`config.mk`:
```
export PLATFORM = sky130hd
export DESIGN_NAME = biquad_iir_filter_core
export DESIGN_NICKNAME = d
export VERILOG_FILES = /design/src/sv/biq_pkg.sv /design/src/sv/biq_datapath.sv /design/src/sv/biq_ctrl.sv /design/src/sv/biquad_iir_filter_core.sv
export SDC_FILE = /design/constraint.sdc
export NUM_CORES = 2
export LEC_CHECK = 0
export ABC_CLOCK_PERIOD_IN_PS = 10520
export BUFFER_PORTS_ARGS = -buffer_cell sky130_fd_sc_hd__buf_4
export CAP_MARGIN = 20
export CORE_ASPECT_RATIO = 1.4
export CORE_MARGIN = 2
export CORE_UTILIZATION = 45
export DETAILED_ROUTE_END_ITERATION = 10
export SLEW_MARGIN = 20
export SYNTH_ARGS = -nofsm -noshare
export SYNTH_HDL_FRONTEND = slang
export SYNTH_SLANG_ARGS = --single-unit
```
`constraint.sdc`:
```
create_clock -name clk_i -period 10.52 [get_ports clk_i]
set_clock_uncertainty 0.15 [all_clocks]
set_input_delay 1.578 -clock clk_i [delete_from_list [all_inputs] [get_ports clk_i]]
set_output_delay 1.578 -clock clk_i [all_outputs]
set_load 0.005 [all_outputs]
```
`src/sv/biq_pkg.sv`:
```
package biq_pkg;

  localparam int SAMPLE_WIDTH   = 16;
  localparam int COEF_FRAC_BITS = 16;

  // configuration register indexes
  localparam int CFG_IDX_W = 3;
  localparam logic [CFG_IDX_W-1:0] CFG_COEF_B0     = 3'd0;
  localparam logic [CFG_IDX_W-1:0] CFG_COEF_B1     = 3'd1;
  localparam logic [CFG_IDX_W-1:0] CFG_COEF_B2     = 3'd2;
  localparam logic [CFG_IDX_W-1:0] CFG_COEF_A1     = 3'd3;
  localparam logic [CFG_IDX_W-1:0] CFG_COEF_A2     = 3'd4;
  localparam logic [CFG_IDX_W-1:0] CFG_FORM_SELECT = 3'd5;

  typedef enum logic [3:0] {
    ST_IDLE,
    ST_D_MAC0,
    ST_D_MAC1,
    ST_D_MAC2,
    ST_D_MAC3,
    ST_D_MAC4,
    ST_D_DRAIN,
    ST_T_MUL0,
    ST_T_WAIT0,
    ST_T_MUL1,
    ST_T_MUL2,
    ST_T_WAIT1,
    ST_T_MUL3,
    ST_T_MUL4,
    ST_T_WAIT2,
    ST_OUT
  } biq_state_e;

  typedef enum logic [1:0] {
    ACC_ZERO,
    ACC_H1,
    ACC_H2
  } biq_acc_src_e;

  typedef enum logic [2:0] {
    COEF_B0,
    COEF_B1,
    COEF_B2,
    COEF_A1,
    COEF_A2
  } biq_coef_e;

  typedef enum logic [2:0] {
    OPND_X,
    OPND_H1,
    OPND_H2,
    OPND_YO1,
    OPND_YO2,
    OPND_Y
  } biq_opnd_e;

  typedef struct packed {
    logic         take_in;
    logic         acc_load;
    biq_acc_src_e acc_src;
    logic         mul_en;
    logic         mul_sub;
    biq_coef_e    coef_sel;
    biq_opnd_e    opnd_sel;
    logic         y_capture;
    logic         n1_capture;
    logic         commit;
  } biq_cmd_t;

  typedef struct packed {
    logic form_tdf2;
  } biq_status_t;

endpackage

```
`src/sv/biq_datapath.sv`:
```
module biq_datapath #(
  parameter int SAMPLE_WIDTH   = biq_pkg::SAMPLE_WIDTH,
  parameter int COEF_FRAC_BITS = biq_pkg::COEF_FRAC_BITS
) (
  input  logic                              clk_i,
  input  logic                              rst_ni,
  input  logic                              cfg_we_i,
  input  logic [biq_pkg::CFG_IDX_W-1:0]     cfg_index_i,
  input  logic [COEF_FRAC_BITS+2:0]         cfg_data_i,
  input  logic signed [SAMPLE_WIDTH-1:0]    sample_in_i,
  input  logic                              clear_history_i,
  input  biq_pkg::biq_cmd_t                 cmd_i,
  output biq_pkg::biq_status_t              status_o,
  output logic signed [SAMPLE_WIDTH-1:0]    sample_out_o,
  output logic                              saturated_o
);
  import biq_pkg::*;

  localparam int COEF_W = COEF_FRAC_BITS + 3;
  localparam int ACC_W  = SAMPLE_WIDTH + COEF_FRAC_BITS + 4;
  localparam int PROD_W = COEF_W + ACC_W;
  // sums wrap at 64 bits; below that the headroom means they never wrap
  localparam int SUM_W  = (PROD_W + 3 > 64) ? 64 : PROD_W + 3;

  localparam logic signed [COEF_W-1:0] B0_RESET = {3'b001, {COEF_FRAC_BITS{1'b0}}};
  localparam logic signed [SUM_W-1:0]  HALF =
    {{(SUM_W-COEF_FRAC_BITS){1'b0}}, 1'b1, {(COEF_FRAC_BITS-1){1'b0}}};
  localparam logic signed [SUM_W-1:0]  Y_HI =
    {{(SUM_W-SAMPLE_WIDTH+1){1'b0}}, {(SAMPLE_WIDTH-1){1'b1}}};
  localparam logic signed [SUM_W-1:0]  Y_LO = ~Y_HI;
  localparam logic signed [SUM_W-1:0]  A_HI =
    {{(SUM_W-ACC_W+1){1'b0}}, {(ACC_W-1){1'b1}}};
  localparam logic signed [SUM_W-1:0]  A_LO = ~A_HI;

  logic signed [COEF_W-1:0]       b0_q, b1_q, b2_q, a1_q, a2_q;
  logic                           form_q;
  logic signed [ACC_W-1:0]        h1_q, h2_q, n1_q;
  logic signed [SAMPLE_WIDTH-1:0] yo1_q, yo2_q, x_q, y_q, sample_out_q;
  logic                           ysat_q, saturated_q;
  logic signed [PROD_W-1:0]       prod_q, prod_d;
  logic                           prod_vld_q, prod_sub_q;
  logic signed [SUM_W-1:0]        acc_q, acc_d, acc_load_val;
  logic signed [COEF_W-1:0]       coef_mux;
  logic signed [ACC_W-1:0]        opnd_mux;
  logic signed [SUM_W-1:0]        rnd, rsh;
  logic                           y_clip_hi, y_clip_lo;
  logic signed [SAMPLE_WIDTH-1:0] y_val;
  logic signed [ACC_W-1:0]        acc_sat;

  // configuration registers
  always_ff @(posedge clk_i or negedge rst_ni) begin
    if (!rst_ni) begin
      b0_q   <= B0_RESET;
      b1_q   <= '0;
      b2_q   <= '0;
      a1_q   <= '0;
      a2_q   <= '0;
      form_q <= 1'b0;
    end else if (cfg_we_i) begin
      case (cfg_index_i)
        CFG_COEF_B0:     b0_q   <= cfg_data_i;
        CFG_COEF_B1:     b1_q   <= cfg_data_i;
        CFG_COEF_B2:     b2_q   <= cfg_data_i;
        CFG_COEF_A1:     a1_q   <= cfg_data_i;
        CFG_COEF_A2:     a2_q   <= cfg_data_i;
        CFG_FORM_SELECT: form_q <= cfg_data_i[0];
        default: ;
      endcase
    end
  end

  assign status_o.form_tdf2 = form_q;

  // shared multiplier operand selection
  always_comb begin
    case (cmd_i.coef_sel)
      COEF_B0: coef_mux = b0_q;
      COEF_B1: coef_mux = b1_q;
      COEF_B2: coef_mux = b2_q;
      COEF_A1: coef_mux = a1_q;
      COEF_A2: coef_mux = a2_q;
      default: coef_mux = '0;
    endcase
  end

  always_comb begin
    case (cmd_i.opnd_sel)
      OPND_X:   opnd_mux = ACC_W'(x_q);
      OPND_H1:  opnd_mux = h1_q;
      OPND_H2:  opnd_mux = h2_q;
      OPND_YO1: opnd_mux = ACC_W'(yo1_q);
      OPND_YO2: opnd_mux = ACC_W'(yo2_q);
      OPND_Y:   opnd_mux = ACC_W'(y_q);
      default:  opnd_mux = '0;
    endcase
  end

  assign prod_d = coef_mux * opnd_mux;

  always_ff @(posedge clk_i or negedge rst_ni) begin
    if (!rst_ni) begin
      prod_vld_q <= 1'b0;
      prod_sub_q <= 1'b0;
    end else begin
      prod_vld_q <= cmd_i.mul_en;
      prod_sub_q <= cmd_i.mul_sub;
    end
  end

  always_ff @(posedge clk_i) begin
    if (cmd_i.mul_en) begin
      prod_q <= prod_d;
    end
  end

  // accumulator: load a start value, or add or subtract the product from the cycle before
  always_comb begin
    case (cmd_i.acc_src)
      ACC_ZERO: acc_load_val = '0;
      ACC_H1:   acc_load_val = SUM_W'(h1_q);
      ACC_H2:   acc_load_val = SUM_W'(h2_q);
      default:  acc_load_val = '0;
    endcase
  end

  always_comb begin
    acc_d = acc_q;
    if (cmd_i.acc_load) begin
      acc_d = acc_load_val;
    end else if (prod_vld_q) begin
      acc_d = prod_sub_q ? acc_q - SUM_W'(prod_q) : acc_q + SUM_W'(prod_q);
    end
  end

  always_ff @(posedge clk_i) begin
    acc_q <= acc_d;
  end

  // round half up, then saturate to the sample width
  assign rnd       = acc_q + HALF;
  assign rsh       = rnd >>> COEF_FRAC_BITS;
  assign y_clip_hi = rsh > Y_HI;
  assign y_clip_lo = rsh < Y_LO;
  assign y_val     = y_clip_hi ? Y_HI[SAMPLE_WIDTH-1:0] :
                     y_clip_lo ? Y_LO[SAMPLE_WIDTH-1:0] : rsh[SAMPLE_WIDTH-1:0];

  // saturate the accumulator to history width
  assign acc_sat = (acc_q > A_HI) ? A_HI[ACC_W-1:0] :
                   (acc_q < A_LO) ? A_LO[ACC_W-1:0] : acc_q[ACC_W-1:0];

  always_ff @(posedge clk_i) begin
    if (cmd_i.take_in) begin
      x_q <= sample_in_i;
    end
    if (cmd_i.y_capture) begin
      y_q    <= y_val;
      ysat_q <= y_clip_hi | y_clip_lo;
    end
    if (cmd_i.n1_capture) begin
      n1_q <= acc_sat;
    end
    if (cmd_i.commit) begin
      sample_out_q <= form_q ? y_q : y_val;
      saturated_q  <= form_q ? ysat_q : (y_clip_hi | y_clip_lo);
    end
  end

  // filter history
  always_ff @(posedge clk_i or negedge rst_ni) begin
    if (!rst_ni) begin
      h1_q  <= '0;
      h2_q  <= '0;
      yo1_q <= '0;
      yo2_q <= '0;
    end else if (cmd_i.take_in && clear_history_i) begin
      h1_q  <= '0;
      h2_q  <= '0;
      yo1_q <= '0;
      yo2_q <= '0;
    end else if (cmd_i.commit) begin
      if (!form_q) begin
        h2_q  <= h1_q;
        h1_q  <= ACC_W'(x_q);
        yo2_q <= yo1_q;
        yo1_q <= y_val;
      end else begin
        h1_q <= n1_q;
        h2_q <= acc_sat;
      end
    end
  end

  assign sample_out_o = sample_out_q;
  assign saturated_o  = saturated_q;

endmodule

```
`src/sv/biq_ctrl.sv`:
```
module biq_ctrl (
  input  logic                 clk_i,
  input  logic                 rst_ni,
  input  logic                 in_valid_i,
  output logic                 in_ready_o,
  output logic                 out_valid_o,
  input  logic                 out_ready_i,
  input  biq_pkg::biq_status_t status_i,
  output biq_pkg::biq_cmd_t    cmd_o
);
  import biq_pkg::*;

  biq_state_e state_q, state_d;
  logic       out_valid_q, out_valid_d;
  logic       out_free;

  assign out_free = !out_valid_q || out_ready_i;

  always_comb begin
    state_d = state_q;
    case (state_q)
      ST_IDLE:    if (in_valid_i) state_d = status_i.form_tdf2 ? ST_T_MUL0 : ST_D_MAC0;
      ST_D_MAC0:  state_d = ST_D_MAC1;
      ST_D_MAC1:  state_d = ST_D_MAC2;
      ST_D_MAC2:  state_d = ST_D_MAC3;
      ST_D_MAC3:  state_d = ST_D_MAC4;
      ST_D_MAC4:  state_d = ST_D_DRAIN;
      ST_D_DRAIN: state_d = ST_OUT;
      ST_T_MUL0:  state_d = ST_T_WAIT0;
      ST_T_WAIT0: state_d = ST_T_MUL1;
      ST_T_MUL1:  state_d = ST_T_MUL2;
      ST_T_MUL2:  state_d = ST_T_WAIT1;
      ST_T_WAIT1: state_d = ST_T_MUL3;
      ST_T_MUL3:  state_d = ST_T_MUL4;
      ST_T_MUL4:  state_d = ST_T_WAIT2;
      ST_T_WAIT2: state_d = ST_OUT;
      ST_OUT:     if (out_free) state_d = ST_IDLE;
      default:    state_d = ST_IDLE;
    endcase
  end

  always_comb begin
    cmd_o      = '0;
    in_ready_o = 1'b0;
    case (state_q)
      ST_IDLE: begin
        in_ready_o    = 1'b1;
        cmd_o.take_in = in_valid_i;
      end
      ST_D_MAC0: begin
        cmd_o.acc_load = 1'b1;
        cmd_o.acc_src  = ACC_ZERO;
        cmd_o.mul_en   = 1'b1;
        cmd_o.coef_sel = COEF_B0;
        cmd_o.opnd_sel = OPND_X;
      end
      ST_D_MAC1: begin
        cmd_o.mul_en   = 1'b1;
        cmd_o.coef_sel = COEF_B1;
        cmd_o.opnd_sel = OPND_H1;
      end
      ST_D_MAC2: begin
        cmd_o.mul_en   = 1'b1;
        cmd_o.coef_sel = COEF_B2;
        cmd_o.opnd_sel = OPND_H2;
      end
      ST_D_MAC3: begin
        cmd_o.mul_en   = 1'b1;
        cmd_o.mul_sub  = 1'b1;
        cmd_o.coef_sel = COEF_A1;
        cmd_o.opnd_sel = OPND_YO1;
      end
      ST_D_MAC4: begin
        cmd_o.mul_en   = 1'b1;
        cmd_o.mul_sub  = 1'b1;
        cmd_o.coef_sel = COEF_A2;
        cmd_o.opnd_sel = OPND_YO2;
      end
      ST_T_MUL0: begin
        cmd_o.acc_load = 1'b1;
        cmd_o.acc_src  = ACC_H1;
        cmd_o.mul_en   = 1'b1;
        cmd_o.coef_sel = COEF_B0;
        cmd_o.opnd_sel = OPND_X;
      end
      ST_T_MUL1: begin
        cmd_o.y_capture = 1'b1;
        cmd_o.acc_load  = 1'b1;
        cmd_o.acc_src   = ACC_H2;
        cmd_o.mul_en    = 1'b1;
        cmd_o.coef_sel  = COEF_B1;
        cmd_o.opnd_sel  = OPND_X;
      end
      ST_T_MUL2: begin
        cmd_o.mul_en   = 1'b1;
        cmd_o.mul_sub  = 1'b1;
        cmd_o.coef_sel = COEF_A1;
        cmd_o.opnd_sel = OPND_Y;
      end
      ST_T_MUL3: begin
        cmd_o.n1_capture = 1'b1;
        cmd_o.acc_load   = 1'b1;
        cmd_o.acc_src    = ACC_ZERO;
        cmd_o.mul_en     = 1'b1;
        cmd_o.coef_sel   = COEF_B2;
        cmd_o.opnd_sel   = OPND_X;
      end
      ST_T_MUL4: begin
        cmd_o.mul_en   = 1'b1;
        cmd_o.mul_sub  = 1'b1;
        cmd_o.coef_sel = COEF_A2;
        cmd_o.opnd_sel = OPND_Y;
      end
      ST_OUT: begin
        cmd_o.commit = out_free;
      end
      default: ;
    endcase
  end

  always_comb begin
    out_valid_d = out_valid_q;
    if (cmd_o.commit) begin
      out_valid_d = 1'b1;
    end else if (out_ready_i) begin
      out_valid_d = 1'b0;
    end
  end

  always_ff @(posedge clk_i or negedge rst_ni) begin
    if (!rst_ni) begin
      state_q     <= ST_IDLE;
      out_valid_q <= 1'b0;
    end else begin
      state_q     <= state_d;
      out_valid_q <= out_valid_d;
    end
  end

  assign out_valid_o = out_valid_q;

endmodule

```
`src/sv/biquad_iir_filter_core.sv`:
```
// second-order iir section with a single shared coefficient multiplier
//
// input channel: in_valid_i / in_ready_o with sample_in_i and clear_history_i;
//   clear_history_i zeroes all stored history before the sample is filtered
// output channel: out_valid_o / out_ready_i with sample_out_o and saturated_o
// config port: cfg_we_i writes cfg_data_i into the register at cfg_index_i
//   (b0, b1, b2, a1, a2, form select); only write while the block is idle
//
// one transaction is worked on at a time. direct form 1 runs five multiply
// steps and a drain step before the result goes to the output register; a
// new input is taken only once the block is back in idle. transposed form 2
// computes the output first and then the two accumulators, with a wait state
// after the first, third and fifth multiply steps. the shared multiplier and
// the product register ahead of the accumulator set this sequence of steps.
//
// reset loads the default coefficients (b0 = 1.0, others zero), selects
// direct form 1 and zeroes the history. a result waits in the output
// register while the receiver stalls; the next input is still taken and
// filtered, and its result is held back until the output register frees up.
module biquad_iir_filter_core #(
  parameter int SAMPLE_WIDTH   = biq_pkg::SAMPLE_WIDTH,
  parameter int COEF_FRAC_BITS = biq_pkg::COEF_FRAC_BITS
) (
  input  logic                          clk_i,
  input  logic                          rst_ni,
  // configuration
  input  logic                          cfg_we_i,
  input  logic [biq_pkg::CFG_IDX_W-1:0] cfg_index_i,
  input  logic [COEF_FRAC_BITS+2:0]     cfg_data_i,
  // input samples
  input  logic                          in_valid_i,
  output logic                          in_ready_o,
  input  logic signed [SAMPLE_WIDTH-1:0] sample_in_i,
  input  logic                          clear_history_i,
  // filtered samples
  output logic                          out_valid_o,
  input  logic                          out_ready_i,
  output logic signed [SAMPLE_WIDTH-1:0] sample_out_o,
  output logic                          saturated_o
);
  import biq_pkg::*;

  // command and status between sequencer and datapath
  biq_cmd_t    cmd;
  biq_status_t status;

  // sequencer: walks the multiply steps of the selected form
  biq_ctrl u_ctrl (
    .clk_i       (clk_i),
    .rst_ni      (rst_ni),
    .in_valid_i  (in_valid_i),
    .in_ready_o  (in_ready_o),
    .out_valid_o (out_valid_o),
    .out_ready_i (out_ready_i),
    .status_i    (status),
    .cmd_o       (cmd)
  );

  // datapath: coefficients, history, multiplier, accumulator, output register
  biq_datapath #(
    .SAMPLE_WIDTH   (SAMPLE_WIDTH),
    .COEF_FRAC_BITS (COEF_FRAC_BITS)
  ) u_datapath (
    .clk_i           (clk_i),
    .rst_ni          (rst_ni),
    .cfg_we_i        (cfg_we_i),
    .cfg_index_i     (cfg_index_i),
    .cfg_data_i      (cfg_data_i),
    .sample_in_i     (sample_in_i),
    .clear_history_i (clear_history_i),
    .cmd_i           (cmd),
    .status_o        (status),
    .sample_out_o    (sample_out_o),
    .saturated_o     (saturated_o)
  );

endmodule

```
**After elaboration in Yosys (flattened, before gate mapping)**

Cells that the tools add are included.

- Register bits after elaboration: 406

- Add/subtract/negate cells: 3
- Equal/unequal tests: 34
- $lt $le $gt $ge: 4
- Bitwise operators: 1
- Mux-type cells: 39
- Reductions and logical operators: 22
- Multiply operators: 1

Operator list:

| cell | number |
|---|---|
| 36-bit 2-to-1 mux | 8 |
| 36-bit case mux with 6 select lines | 1 |
| 58-bit 2-to-1 mux | 3 |
| 16-bit 2-to-1 mux | 9 |
| 58-bit case mux with 2 select lines | 1 |
| 19-bit case mux with 5 select lines | 1 |
| 4-bit case mux with 15 select lines | 1 |
| 58-bit by 17-bit adder with 58-bit output (second input constant) | 1 |
| 58-bit by 55-bit adder with 58-bit output | 1 |
| 58-bit by 36-bit greater-than comparator with 1-bit output (second input constant) | 1 |
| 58-bit by 36-bit less-than comparator with 1-bit output (second input constant) | 1 |
| 58-bit by 55-bit subtractor with 58-bit output | 1 |
| 19-bit by 36-bit multiplier with 55-bit output | 1 |
| 6-bit case mux with 8 select lines | 1 |
| 42-bit by 16-bit greater-than comparator with 1-bit output (second input constant) | 1 |
| 42-bit by 16-bit less-than comparator with 1-bit output (second input constant) | 1 |
| 4-bit == test (second input constant) | 8 |
| 3-bit by 2-bit == test with 1-bit output (second input constant) | 6 |
| 4-bit by 3-bit == test with 1-bit output (second input constant) | 4 |
| 2-bit AND reduction | 8 |
| 3-bit == test (second input constant) | 5 |
| 1-bit 2-to-1 mux | 10 |
| 10-bit OR reduction | 1 |
| 3-bit by 1-bit == test with 1-bit output (second input constant) | 3 |
| 18 further kinds | 26 |

**Depth between registers and ports, before layout**

- Depth after elaboration: 7
- Mapped depth: 36
- Depth with buffers taken out: 33

**Hierarchy**

From an unflattened synthesis, not the netlist that was laid out.

- Cell total of the unflattened synthesis: 4780
- Area, all modules: 45942.8 µm²

By module, submodules not included:

| module | area an instance (µm²) | instances | cells an instance | seq. area each (µm²) |
|---|---|---|---|---|
| biq_datapath | 45433.6 | 1 | 4714 | 11031.8 |
| biq_ctrl | 509.2 | 1 | 66 | 125.1 |

**Worst setup path before layout**

OpenSTA, ideal clock, no wires.

- Path type: reg2reg
- Start: reg u_ctrl.state_q[1]
- End: reg u_datapath.prod_q[47], data pin
- Path slack: -0.920 ns
- Data arrival time: 11.035 ns
- Clock period less this slack: 11.440 ns
- Cell stages (with the launch flop): 31
- Data required time: 10.114 ns
- Cells stage by stage: dfrtp_1 > clkbuf_1 > nor3_1 > or2_2 > clkbuf_1 > clkbuf_1 > a222oi_1 > nand2_1 > clkbuf_1 > nand2_1 > fa_1 > inv_1 > fa_1 > inv_1 > fa_1 > inv_1 > fa_1 > fa_1 > fa_1 > ha_1 > ha_1 > a21o_1 > a21o_1 > a221o_1 > and3_1 > a211oi_2 > a21oi_1 > a41o_1 > a31o_2 > or4_1 > and4_1

- Longest elaborated chain between the ends: 5
- Elaborated cells on any way between the ends: 23
- Classes of those cells: 1 x mul; 17 x eq/ne; 3 x mux; 2 x reduce/logical

Ends and longest elaborated chain:

| element | RTL line | RTL |
|---|---|---|
| start, declared | biq_ctrl.sv:13 | `biq_state_e state_q, state_d;` |
| start signal, assigned | biq_ctrl.sv:135 | `state_q <= state_d;` |
| 4-bit == test, or another cell as far along | biq_ctrl.sv:45 | `case (state_q)` |
| 6-bit case mux with 8 select lines * | biq_ctrl.sv:45 |  |
| 3-bit == test, or another cell as far along | biq_datapath.sv:87 | `case (cmd_i.opnd_sel)` |
| 36-bit case mux with 6 select lines / 19-bit case mux with 5 select lines (equally long branches) | biq_datapath.sv:87, biq_datapath.sv:76 |  |
| 19-bit by 36-bit multiplier with 55-bit output * | biq_datapath.sv:98 | `assign prod_d = coef_mux * opnd_mux;` |
| named net u_datapath.prod_d[47] | biq_datapath.sv:40 | `logic signed [PROD_W-1:0] prod_q, prod_d;` |
| end signal, assigned | biq_datapath.sv:112 | `prod_q <= prod_d;` |
| end, declared | biq_datapath.sv:40 |  |

The timed path passes the listed nets; every way through them passes the cells marked *.
A chain may end at the register's enable or synchronous reset.

**Worst setup path in the final report**

- Start: reg u_ctrl.state_q[3]
- End: reg u_datapath.prod_q[47], data pin

Same word-level chain as after synthesis.

==> run_results.csv <==
group,metric,value,unit
status,status,"finished clean",
global_routing,globalRouteOverflowTotal,0,
floorplanning,die_height,381,um
setup_path,cp_slowest_cell,"dfrtp_1",
detailed_routing,drc_errors,0,
clocking,cts-resized-gates,0,
global_routing,grt_pass1_wl,219,mm
hold_path,hp-class,"flop to flop",
floorplanning,core-area,101000,um^2
logic_synthesis,synthArstFlopShare,51.0,%
clocking,cts.sinks,406,
detailed_routing,drt_first_pass_iters,6,
clocking,ctsHoldBuffers,0,
place,gp_congestion,0.932,
job,drv_cap,0,
clocking,cts_setup_buffers,0,
detailed_routing,via_count,35400,
clocking,cts_tree,"built",
detailed_routing,wl_met2,68.3,mm
logic_synthesis,avgSynthCellArea,9.55,um^2
setup_path,worstPathMaxFanout,39,
floorplanning,rows,138,
timing,hold_viol_final,0,
logic_synthesis,synth_commonest_cells,"inv_1 (721), fa_1 (660), nand2_1 (535), nor2_1 (458), clkbuf_1 (227)",
logic_synthesis,synthTopCellsByArea,"fa_1 (29%), edfxtp_1 (13%), dfrtp_1 (11%)",
place,place_hpwl,112,mm
logic_synthesis,synth-seq-cells,406,
logic_synthesis,synthDistinctLibCells,85,
timing,min_period,9860,ps
clocking,clk_pin_slew,70,ps
timing,rsz0062_at_grt,"false",
detailed_routing,top_layer_used,"met4",
detailed_routing,drt-total-wl,141,mm
timing,fin_crit_sh,93.7,%
detailed_routing,drtIter0Drc,3344,
setup_path,critPathKind,"flop to flop",
logic_synthesis,synth_compound_area_share,13.3,%
setup_path,critPathMaxStageDelay,550,ps
floorplanning,io_pins,63,
logic_synthesis,synth-xor-area-share,3.51,%
finish,layout.area.seq,11200,um^2
clocking,insertion_delay,630,ps
finish,fillerInstances,9491,
floorplanning,die_w,273,um
timing,slew_headroom,35.8,%
setup_path,cp_data_arrival_time,10040,ps
logic_synthesis,syn_inst,4782,
timing,tns,0,ps
finish,nNetsFinal,5676,
detailed_routing,drtAntennaViolNets,0,
logic_synthesis,ys_seq_area_share,24.4,%
clocking,cts_made_buffers,43,
logic_synthesis,synth.most_common_cell,"inv_1",
timing,slew_violations,0,
setup_path,critPathMostFrequentCell,"fa_1",
global_routing,antenna_found_initial,0,
logic_synthesis,synth_top_family_by_area,"adder cells",
floorplanning,die_area,104000,um^2
finish,diodes,0,
logic_synthesis,synth_top_area_cell,"fa_1",
place,io_buffers,62,
clocking,clock_path_buffers,3,
logic_synthesis,yosys.area.top_type_share,28.9,%
logic_synthesis,synth_flop_cell,"dfrtp_1",
logic_synthesis,ys_warn_count,0,
logic_synthesis,synth_area,45700,um^2
setup_path,cp-start-kind,"flop",
timing,tightestPinTransition,961,ps
global_routing,grt_pass1_vias,36700,
clocking,cts_root_buf,"clkbuf_16",
logic_synthesis,synthSimpleGateAreaFrac,13.2,%
global_routing,track_usage,27.5,%
clocking,h-tree-depth,2,
logic_synthesis,synth_fa_ha_area_share,34.6,%
detailed_routing,wl_met1,56.5,mm
logic_synthesis,synth-edff-count,199,
detailed_routing,vias_per_cell,5.78,
global_routing,grt_max_degree,78,
detailed_routing,wl_met3,9.15,mm
logic_synthesis,synthMuxAreaShare,2.90,%
timing,max_freq,0.101,GHz
setup_path,required,10700,ps
detailed_routing,routedWlPerCell,23.1,um
finish,multi_input_area,31000,um^2
finish,drive_gt1_share,9.25,%
timing,setup_viol,0,
finish,area_growth,8.38,%
setup_path,critical_path.endpoint_type,"flop",
floorplanning,initial_core_util,45.3,%
logic_synthesis,synth_nets,5693,
-- per-layer routing --
metal	vias to the layer above	GRT usage [%]
met1	18000	36.1
met2	1354	45.5
met3	289	3.42
li1	15700	-
met4	0	12.3
met5	-	0
-- sequential cells by signal, summed over array words and instances, names as in the netlist, 4 cells and up --
signal / flops
u_ctrl.state_q: 4
u_datapath.a1_q: 19
u_datapath.a2_q: 19
u_datapath.acc_q: 58
u_datapath.b0_q: 19
u_datapath.b1_q: 19
u_datapath.b2_q: 19
u_datapath.h1_q: 36
u_datapath.h2_q: 36
u_datapath.n1_q: 36
u_datapath.prod_q: 55
u_datapath.sample_out_o: 16
u_datapath.x_q: 16
u_datapath.y_q: 16
u_datapath.yo1_q: 16
u_datapath.yo2_q: 16
-- cells by family (layout without fill, tap and decap cells) --
| kind of cell | after synthesis | after routing |
|---|---|---|
| buf+inv | 979 | 995 |
| mux | 118 | 118 |
| flops | 406 | 406 |
| compound gates | 878 | 878 |
| simple gates | 1351 | 1351 |
| xor+xnor | 183 | 183 |
| fa+ha+maj | 867 | 867 |
-- stage by stage --
stage	std cells	util, %	worst slack [ps]	area (um^2)	hold slack, ps
2_1_floorplan	4782	-	223	45700	309
3_3_place_gp	6050	47.7	664	48100	315
3_5_place_dp	6050	47.7	522	48100	324
4_1_cts	6128	49.1	444	49500	300
5_1_grt	6128	49.1	154	49500	332
6_report	6128	49.1	660	49500	296
-- final cells by class --
cell class / count / area share [%]
Clock inverter: 27 / 0.652
Clock buffer: 51 / 2.25
Inverter: 722 / 5.48
Timing Repair Buffer: 195 / 2.97
Sequential cell: 406 / 22.5
Multi-Input combinational cell: 3397 / 62.7
Tap cell: 1330 / 3.36
-- critical path, delay by kind of cell, from the launching register on --
family,cells,cell delay (ps)
DFF,1,550
and+or+nand+nor,6,1780
adders and majority gates,8,3890
AOI/OAI and AO/OA,10,2240
buffers and inverters,7,910
-- layout by cell type, fill, tap and decap left out, types with 53 or more instances in the layout --
master      n
o21ai_0   158
dfrtp_1   203
nand2_1   535
a21oi_1   186
a221o_1    62
ha_1      207
fa_1      660
inv_1     721
xnor2_1   131
mux2_2    115
nor2_1    453
a22o_1     53
a21o_1    101
edfxtp_1  199
buf_4     194
-- path summary, 6_finish.rpt --
path | cells past startpoint | slack (ps) | to | from
setup reg to reg | 31 | 660 | u_datapath.prod_q[47] | u_ctrl.state_q[3]
max in group asynchronous | 2 | 8040 | u_datapath.a1_q[16] | rst_ni
hold reg to reg | 2 | 300 | u_datapath.h1_q[26] | u_datapath.n1_q[26]
setup / recovery | 31 | 660 | u_datapath.prod_q[47] | u_ctrl.state_q[3]
hold / removal | 2 | 300 | u_datapath.h1_q[26] | u_datapath.n1_q[26]
min in group asynchronous | 1 | 740 | u_datapath.yo1_q[5] | rst_ni
Power is not shown: default switching activity piles up to over one toggle a cycle in this logic, so the estimate is an artifact.
